<file path="src/hdl/crcfc_pkg.sv">
// crcfc_pkg: shared types, codes and the byte-wise crc update for the frame checker
// used by crcfc_cfg_regs and crc_frame_checker_unit; no dependencies
package crcfc_pkg;

	localparam int DataW = 8;
	localparam int PosW  = 9;
	localparam int CrcW  = 16;
	localparam int OutW  = 16;

	localparam logic [CrcW-1:0] CrcInit = 16'hFFFF;

	// register indexes on the configuration port
	localparam logic [2:0] REG_RF_MODE       = 3'd0;
	localparam logic [2:0] REG_START_ONE     = 3'd1;
	localparam logic [2:0] REG_START_TWO     = 3'd2;
	localparam logic [2:0] REG_RF_START      = 3'd3;
	localparam logic [2:0] REG_LEN_CHECK_ON  = 3'd4;
	localparam logic [2:0] REG_EXPECTED_LEN  = 3'd5;

	// verdict codes
	localparam logic [1:0] ERR_NONE   = 2'd0;
	localparam logic [1:0] ERR_START  = 2'd1;
	localparam logic [1:0] ERR_LENGTH = 2'd2;
	localparam logic [1:0] ERR_CRC    = 2'd3;

	typedef struct packed {
		logic             rf_mode;
		logic [DataW-1:0] start_byte_one;
		logic [DataW-1:0] start_byte_two;
		logic [DataW-1:0] rf_start_byte;
		logic             length_check_on;
		logic [DataW-1:0] expected_length;
	} cfg_t;

	// crc-16/ccitt-false, one byte, poly 0x1021, msb first
	function automatic logic [CrcW-1:0] crc_update(input logic [CrcW-1:0] crc,
			input logic [DataW-1:0] b);
		logic [7:0]      x;
		logic [CrcW-1:0] r;
		x = crc[15:8] ^ b;
		x = x ^ {4'd0, x[7:4]};
		r = {crc[7:0], 8'd0} ^ {x[3:0], 12'd0} ^ {3'd0, x, 5'd0} ^ {8'd0, x};
		return r;
	endfunction

endpackage

</file>
<file path="src/hdl/crc_frame_checker_unit.sv">
// crc_frame_checker_unit: top level of the byte-serial receive frame checker
// depends on crcfc_pkg and crcfc_cfg_regs
//
// usage:
//   s_* carries one received byte per beat; s_tuser marks the first byte of a frame.
//   m_* carries one verdict per checked frame: ok flag, error code and length byte.
//   the cfg_we/cfg_index/cfg_data port writes the mode, start markers and length
//   check; write it only while no frame bytes are in flight.
// timing:
//   a byte is taken into an input register and judged there; the closing beat's verdict
//   goes into the result register (m_tvalid) when that beat advances, which waits while
//   an earlier verdict is still held there with m_tready low; one byte per cycle is
//   sustained while no verdict stalls, and the crc update is a single byte-wise xor step.
// reset:
//   arst_n clears the configuration, the frame state (crc back to 0xffff) and both
//   valid flags; no verdict is pending after reset.
// stall:
//   while m_tready is low and a verdict waits, the input register keeps taking bytes
//   until a second verdict would be produced; then s_tready drops until m_* drains.
module crc_frame_checker_unit (
	input  logic                          clk,
	input  logic                          arst_n,
	input  logic                          s_tvalid,
	output logic                          s_tready,
	input  logic [crcfc_pkg::DataW-1:0]   s_tdata,   // [7:0] data_byte
	input  logic                          s_tuser,   // [0] frame_start
	output logic                          m_tvalid,
	input  logic                          m_tready,
	output logic [crcfc_pkg::OutW-1:0]    m_tdata,   // [0] frame_ok, [2:1] error_code,
	                                                 // [10:3] payload_length, rest zero
	input  logic                          cfg_we,
	input  logic [2:0]                    cfg_index,
	input  logic [crcfc_pkg::DataW-1:0]   cfg_data
);
	import crcfc_pkg::*;

	cfg_t cfg;

	crcfc_cfg_regs u_cfg (
		.clk       (clk),
		.arst_n    (arst_n),
		.cfg_we    (cfg_we),
		.cfg_index (cfg_index),
		.cfg_data  (cfg_data),
		.cfg       (cfg)
	);

	// input register
	logic             valid_s1;
	logic [DataW-1:0] byte_s1;
	logic             start_s1;

	// frame state
	logic             in_frame_q;
	logic [PosW-1:0]  pos_q;
	logic [DataW-1:0] len_q;
	logic [CrcW-1:0]  crc_q;
	logic [DataW-1:0] crc_low_q;

	// result register
	logic             out_valid_q;
	logic [1:0]       out_err_q;
	logic [DataW-1:0] out_len_q;

	// judged byte
	logic             emit;
	logic [1:0]       emit_err;
	logic [DataW-1:0] emit_len;
	logic             in_frame_d;
	logic [PosW-1:0]  pos_d;
	logic [DataW-1:0] len_d;
	logic [CrcW-1:0]  crc_d;
	logic [DataW-1:0] crc_low_d;
	logic             advance;

	logic             open_e;
	logic [DataW-1:0] len_e;
	logic [CrcW-1:0]  crc_e;
	logic [DataW-1:0] crc_low_e;
	logic [PosW-1:0]  pos_e;
	logic [PosW-1:0]  hdr;
	logic [PosW-1:0]  crc_low_pos;
	logic [DataW-1:0] want;

	always_comb begin
		// a start beat reopens the frame from scratch
		open_e    = start_s1 | in_frame_q;
		len_e     = start_s1 ? '0 : len_q;
		crc_e     = start_s1 ? CrcInit : crc_q;
		crc_low_e = start_s1 ? '0 : crc_low_q;
		pos_e     = start_s1 ? '0 : pos_q;

		hdr         = cfg.rf_mode ? PosW'(1) : PosW'(2);
		crc_low_pos = hdr + PosW'(1) + PosW'(len_e);
		want        = cfg.rf_mode ? cfg.rf_start_byte :
		              ((pos_e == '0) ? cfg.start_byte_one : cfg.start_byte_two);

		emit       = 1'b0;
		emit_err   = ERR_NONE;
		emit_len   = '0;
		in_frame_d = in_frame_q;
		pos_d      = pos_q;
		len_d      = len_q;
		crc_d      = crc_q;
		crc_low_d  = crc_low_q;

		if (open_e) begin
			in_frame_d = 1'b1;
			pos_d      = pos_e + PosW'(1);
			len_d      = len_e;
			crc_d      = crc_e;
			crc_low_d  = crc_low_e;
			if (pos_e < hdr) begin
				if (byte_s1 != want) begin
					emit     = 1'b1;
					emit_err = ERR_START;
				end
			end else if (pos_e == hdr) begin
				len_d = byte_s1;
				if (cfg.length_check_on && byte_s1 != cfg.expected_length) begin
					emit     = 1'b1;
					emit_err = ERR_LENGTH;
					emit_len = byte_s1;
				end
			end else if (pos_e < crc_low_pos) begin
				crc_d = crc_update(crc_e, byte_s1);
			end else if (pos_e == crc_low_pos) begin
				crc_low_d = byte_s1;
			end else begin
				// anything past the low crc byte is the high crc byte
				emit     = 1'b1;
				emit_err = ({byte_s1, crc_low_e} == crc_e) ? ERR_NONE : ERR_CRC;
				emit_len = len_e;
			end
			if (emit) begin
				in_frame_d = 1'b0;
			end
		end
	end

	// the judged beat moves on unless its verdict finds the result register full and m_tready low
	assign advance  = valid_s1 && (!emit || !out_valid_q || m_tready);
	assign s_tready = !valid_s1 || advance;

	always_ff @(posedge clk or negedge arst_n) begin
		if (!arst_n) begin
			valid_s1 <= 1'b0;
		end else if (s_tready) begin
			valid_s1 <= s_tvalid;
		end
	end

	always_ff @(posedge clk) begin
		if (s_tready && s_tvalid) begin
			byte_s1  <= s_tdata;
			start_s1 <= s_tuser;
		end
	end

	always_ff @(posedge clk or negedge arst_n) begin
		if (!arst_n) begin
			in_frame_q <= 1'b0;
			pos_q      <= '0;
			len_q      <= '0;
			crc_q      <= CrcInit;
			crc_low_q  <= '0;
		end else if (advance) begin
			in_frame_q <= in_frame_d;
			pos_q      <= pos_d;
			len_q      <= len_d;
			crc_q      <= crc_d;
			crc_low_q  <= crc_low_d;
		end
	end

	always_ff @(posedge clk or negedge arst_n) begin
		if (!arst_n) begin
			out_valid_q <= 1'b0;
		end else if (advance && emit) begin
			out_valid_q <= 1'b1;
		end else if (m_tready) begin
			out_valid_q <= 1'b0;
		end
	end

	always_ff @(posedge clk) begin
		if (advance && emit) begin
			out_err_q <= emit_err;
			out_len_q <= emit_len;
		end
	end

	assign m_tvalid = out_valid_q;
	assign m_tdata  = {{(OutW - DataW - 3){1'b0}}, out_len_q, out_err_q,
	                   out_err_q == ERR_NONE};

endmodule

</file>
<file path="src/hdl/crcfc_cfg_regs.sv">
// crcfc_cfg_regs: configuration register file of the frame checker
// depends on crcfc_pkg for the register indexes and cfg_t
module crcfc_cfg_regs (
	input  logic                      clk,
	input  logic                      arst_n,
	input  logic                      cfg_we,
	input  logic [2:0]                cfg_index,
	input  logic [crcfc_pkg::DataW-1:0] cfg_data,
	output crcfc_pkg::cfg_t           cfg
);
	import crcfc_pkg::*;

	cfg_t cfg_q;

	always_ff @(posedge clk or negedge arst_n) begin
		if (!arst_n) begin
			cfg_q <= '0;
		end else if (cfg_we) begin
			case (cfg_index)
				REG_RF_MODE:      cfg_q.rf_mode         <= cfg_data[0];
				REG_START_ONE:    cfg_q.start_byte_one  <= cfg_data;
				REG_START_TWO:    cfg_q.start_byte_two  <= cfg_data;
				REG_RF_START:     cfg_q.rf_start_byte   <= cfg_data;
				REG_LEN_CHECK_ON: cfg_q.length_check_on <= cfg_data[0];
				REG_EXPECTED_LEN: cfg_q.expected_length <= cfg_data;
				default:          cfg_q <= cfg_q;
			endcase
		end
	end

	assign cfg = cfg_q;

endmodule

</file>
<file path="config.mk">
export PLATFORM = sky130hd
export DESIGN_NAME = crc_frame_checker_unit
export DESIGN_NICKNAME = d
export VERILOG_FILES = /design/src/hdl/crcfc_pkg.sv /design/src/hdl/crc_frame_checker_unit.sv /design/src/hdl/crcfc_cfg_regs.sv
export SDC_FILE = /design/constraint.sdc
export NUM_CORES = 1
export LEC_CHECK = 0
export BUFFER_PORTS_ARGS = -buffer_cell sky130_fd_sc_hd__buf_2
export CAP_MARGIN = 20
export CORE_MARGIN = 5
export CORE_UTILIZATION = 66
export CTS_CLUSTER_DIAMETER = 200
export CTS_CLUSTER_SIZE = 16
export DETAILED_ROUTE_END_ITERATION = 8
export GPL_TIMING_DRIVEN = 0
export MAX_ROUTING_LAYER = met4
export PLACE_DENSITY = 0.95
export RECOVER_POWER = 100
export SYNTH_ARGS = -nofsm -noshare
export SYNTH_HDL_FRONTEND = slang
export SYNTH_SLANG_ARGS = --single-unit
</file>
<file path="constraint.sdc">
create_clock -name clk -period 14.1 [get_ports clk]
set_input_delay 0.705 -clock clk [delete_from_list [all_inputs] [get_ports clk]]
set_output_delay 0.705 -clock clk [all_outputs]
set_load 0.005 [all_outputs]
</file>
==> metrics.csv <==
stage,metric,value,unit
setup_path,element type at the critical path start,register,
power,sequential fraction of design power,38.5,%
detailed_routing,Avg WL per Cell,21.1,um
detailed_routing,DR vias,4983,
logic_synthesis,Yosys top cell area share,26.7,%
power,VDD IR-drop max,0.0795,mV
cells_and_area,"most common cell after layout, fill and taps aside",dfrtp_1,
placement,hpwl dp,11200,um
logic_synthesis,Mapped Cells,573,
setup_path,Crit Path Max Fanout,10,
global_route,Congestion Overflow GR,0,
sta,Worst Clk Skew,0.0163,ns
global_route,first-pass GRT wire length,25600,um
cts,PostCTS Resize Cnt,0,
detailed_routing,Final ANT Viol Nets,0,
cts,CTS tree,done,
sta,Rel. slew slack,-53.5,%
cts,clock sinks,97,
logic_synthesis,Synth Register Bits,97,
logic_synthesis,post-synth top area cell,dfrtp_1,
logic_synthesis,Synth Area in Compound Gates,15.7,%
sta,fmax,159,MHz
cells_and_area,Final Net Count,671,
placement,Placement Setup Slack,8.44,ns
logic_synthesis,dominant synthesized flop cell,dfrtp_1,
power,combinational share of power,47.0,%
power,Leak,2.58,nW
job,MaxCap Viol Count,2,
logic_synthesis,cell area after synthesis,5800,um2
cts,clk_lat worst skew,0.38,ns
logic_synthesis,YS warnings,0,
sta,RSZ-0062 raised after global routing,no,
cells_and_area,"commonest cells after routing, fill and taps aside","dfrtp_1 (62), nor2_1 (52), clkbuf_1 (37)",
logic_synthesis,"Avg Cell Area, Syn",10.1,um2
logic_synthesis,Post-Synth Simple-Gate Area,17.9,%
placement,Port-buffer cells,36,
global_route,number of global-route vias before repair,5117,
sta,Final min period,6.28,ns
floorplan,I/O Pins,43,
cts,Bufs on Longest Clock Path,2,
power,Int Pwr,0.706,mW
detailed_routing,WL final,15600,um
sta,setup ws final,7.82,ns
cells_and_area,fillers,640,
floorplan,die width,104,um
status,failing checks,"capacitance limit, slew limit",
setup_path,WP data required,14.41,ns
detailed_routing,DR pass1 iterations,7,
setup_path,CP startpoint,start_s1,
power,Clock power frac,14.5,%
cells_and_area,# diodes,0,
logic_synthesis,"EDFF count, synth",19,
global_route,GRT Overall Usage,30.0,%
logic_synthesis,fraction of registers with async set/reset,80.4,%
global_route,initial antenna violation count,0,
setup_path,Setup Crit Path Kind,reg -> reg,
cts,Setup Buffers After CTS,0,
logic_synthesis,Area contributors post-synth,"dfrtp_1 (27%), edfxtp_1 (9.8%), dfstp_2 (7.2%), mux2_2 (6.6%), xnor2_1 (5.4%)",
sta,final hold vios,0,
min_path,Min-Delay Path Class,in -> reg,
power,Pwr Total,1.24,mW
sta,Slew @ Worst Pin,2.30,ns
sta,Final TNS setup,0,ns
logic_synthesis,post-synthesis xor/xnor area fraction,7.40,%
power,NetSw,0.535,mW
min_path,HP Start,s_tdata[7],
cells_and_area,P&R area growth vs syn,8.39,%
sta,Final period util,44.5,%
setup_path,r2r startpoint,start_s1,
floorplan,Cell Rows,34,
global_route,largest net degree at the start of global routing,42,
cts,CTS root buf,clkbuf_8,
logic_synthesis,Synth Area in Adders,3.58,%
floorplan,Initial Utilization,67.2,%
cts,CTS Hold Buffers Added,0,
floorplan,Core ar.,8640,um2
placement,gpl congestion,0.955,
logic_synthesis,"Seq/Total Area, Yosys",43.8,%
cts,TritonCTS Buffers,9,
logic_synthesis,library cells used by synthesis,63,
cts,H-tree Lvls,3,
status,status,finished with violations,
cells_and_area,Reg area,2540,um2
setup_path,Worst Path Arrival,6.59,ns
logic_synthesis,largest family of logic cells by synthesized area,simple AND/OR/NAND/NOR gates,
logic_synthesis,mux share of post-synthesis cell area,7.29,%
power,Sw Share,43.1,%
detailed_routing,Vias/cell,6.71,
sta,Final Max Tran Viols,81,
cts,Clock transition at path regs,0.09,ns
cells_and_area,area occupied by multi-input gates,2990,um2
setup_path,Worst Setup End Kind,register,
power,PD cells,197,nW/um2
floorplan,Die Ht,104,um
detailed_routing,initial DRC count,334,
cells_and_area,layout cells sized above 1,16.7,%
detailed_routing,# DRC,0,
floorplan,Die ar.,10800,um2
sta,final setup fails,0,
-- through the flow --
stage	hold slack [ns]	area, um2	util [%]	std cells
floorplan	0.409	5820	-	577
global placement	0.485	6130	71.0	721
detailed placement	0.490	6180	71.5	726
CTS	0.299	6370	73.7	742
global route	0.488	6290	72.8	743
finish	0.502	6290	72.8	743
-- registers in the layout, indices dropped and copies added, names as in the netlist --
| register | cells |
|---|---|
| len_q | 8 |
| byte_s1 | 8 |
| pos_q | 9 |
| out_len_q | 8 |
| crc_q | 16 |
| in_frame_q | 1 |
| start_s1 | 1 |
| out_err_q | 2 |
| m_tvalid | 1 |
| valid_s1 | 1 |
| u_cfg.cfg | 34 |
| crc_low_q | 8 |
-- cells by family (layout without fill, tap and decap cells) --
| group | count (synthesis) | count (layout) |
|---|---|---|
| adder cells (fa/ha/maj) | 16 | 16 |
| AND/OR/NAND/NOR | 194 | 194 |
| flip-flops | 97 | 97 |
| XOR/XNOR | 49 | 49 |
| multiplexers | 38 | 38 |
| AO/OA/AOI/OAI | 122 | 122 |
| other | 1 | 5 |
| buffers and inverters | 56 | 114 |
-- worst paths after layout --
| check | endpoint | depth (start not counted) | slack, ns |
|---|---|---|---|
| min reg2reg | crc_q[9] | 2 | 0.52 |
| max in group asynchronous | u_cfg.cfg[20] | 2 | 10.31 |
| min in group asynchronous | u_cfg.cfg[11] | 1 | 0.87 |
| max | crc_low_q[2] | 20 | 7.82 |
| min | byte_s1[7] | 1 | 0.50 |
| max reg2reg | crc_low_q[2] | 20 | 7.82 |
-- cell type report --
| cell class | count | share of cell area [%] |
|---|---|---|
| repair buffers | 42 | 3.06 |
| flip-flops and latches | 97 | 40.4 |
| multi-input cells | 424 | 47.6 |
| well taps | 108 | 2.15 |
| clock buffers | 11 | 2.43 |
| plain buffers | 33 | 2.33 |
| inverters | 23 | 1.37 |
| clock inverters | 5 | 0.597 |
-- critical path, stage by stage, from the launching register on --
cell and delay [ns]:
edfxtp_1 0.50, clkbuf_1 0.29, inv_1 0.33, clkbuf_1 0.47
nand2_1 0.14, ha_1 0.25, inv_1 0.07, a21oi_1 0.09
nor4b_1 0.52, nand3_1 0.17, xnor2_1 0.18, nand2_1 0.07
ha_1 0.21, or3_1 0.38, a2111oi_0 0.40, a21oi_1 0.19
and3_1 0.23, o41ai_1 0.39, a31oi_1 0.24, nor3_1 0.83
a22o_1 0.25
-- synth_stat cells, types with 3 or more instances --
library cell and number:
nand2_1 30, a21o_1 5, nor2_1 51, nor2b_1 11
o22ai_1 6, and3_1 4, nand4_1 7, o311ai_0 8
a31oi_1 3, buf_1 5, a221oi_1 8, nor3b_1 3
xnor2_1 36, nor4_1 10, o21ai_0 17, dfstp_2 16
dfrtp_1 62, ha_1 15, inv_1 23, nand3_1 20
a2bb2oi_1 7, o21a_1 3, a21oi_1 21, mux2_2 34
buf_2 4, edfxtp_1 19, a22o_1 24, mux2i_1 4
xor2_1 13, clkbuf_1 17, and2_1 4, a221o_1 4
nor3_1 16, buf_4 5, nand2b_1 22
-- power groups by stage --
stage,clock (mW),combinational [mW],sequential [mW]
final,0.180,0.583,0.477
after global routing,0.193,0.632,0.487
after CTS,0.179,0.585,0.473
after detailed placement,0,0.575,0.478
after floorplan,0,0.438,0.453
after global placement,0,0.546,0.471
-- routing by layer --
layer / GRT usage (%) / share of wire, %
met1: 37.4 / 39
met2: 45.8 / 46
met5: - / 0
met4: 16.5 / 5.6
met3: 6.41 / 10
(Power assumes the default switching activity.)
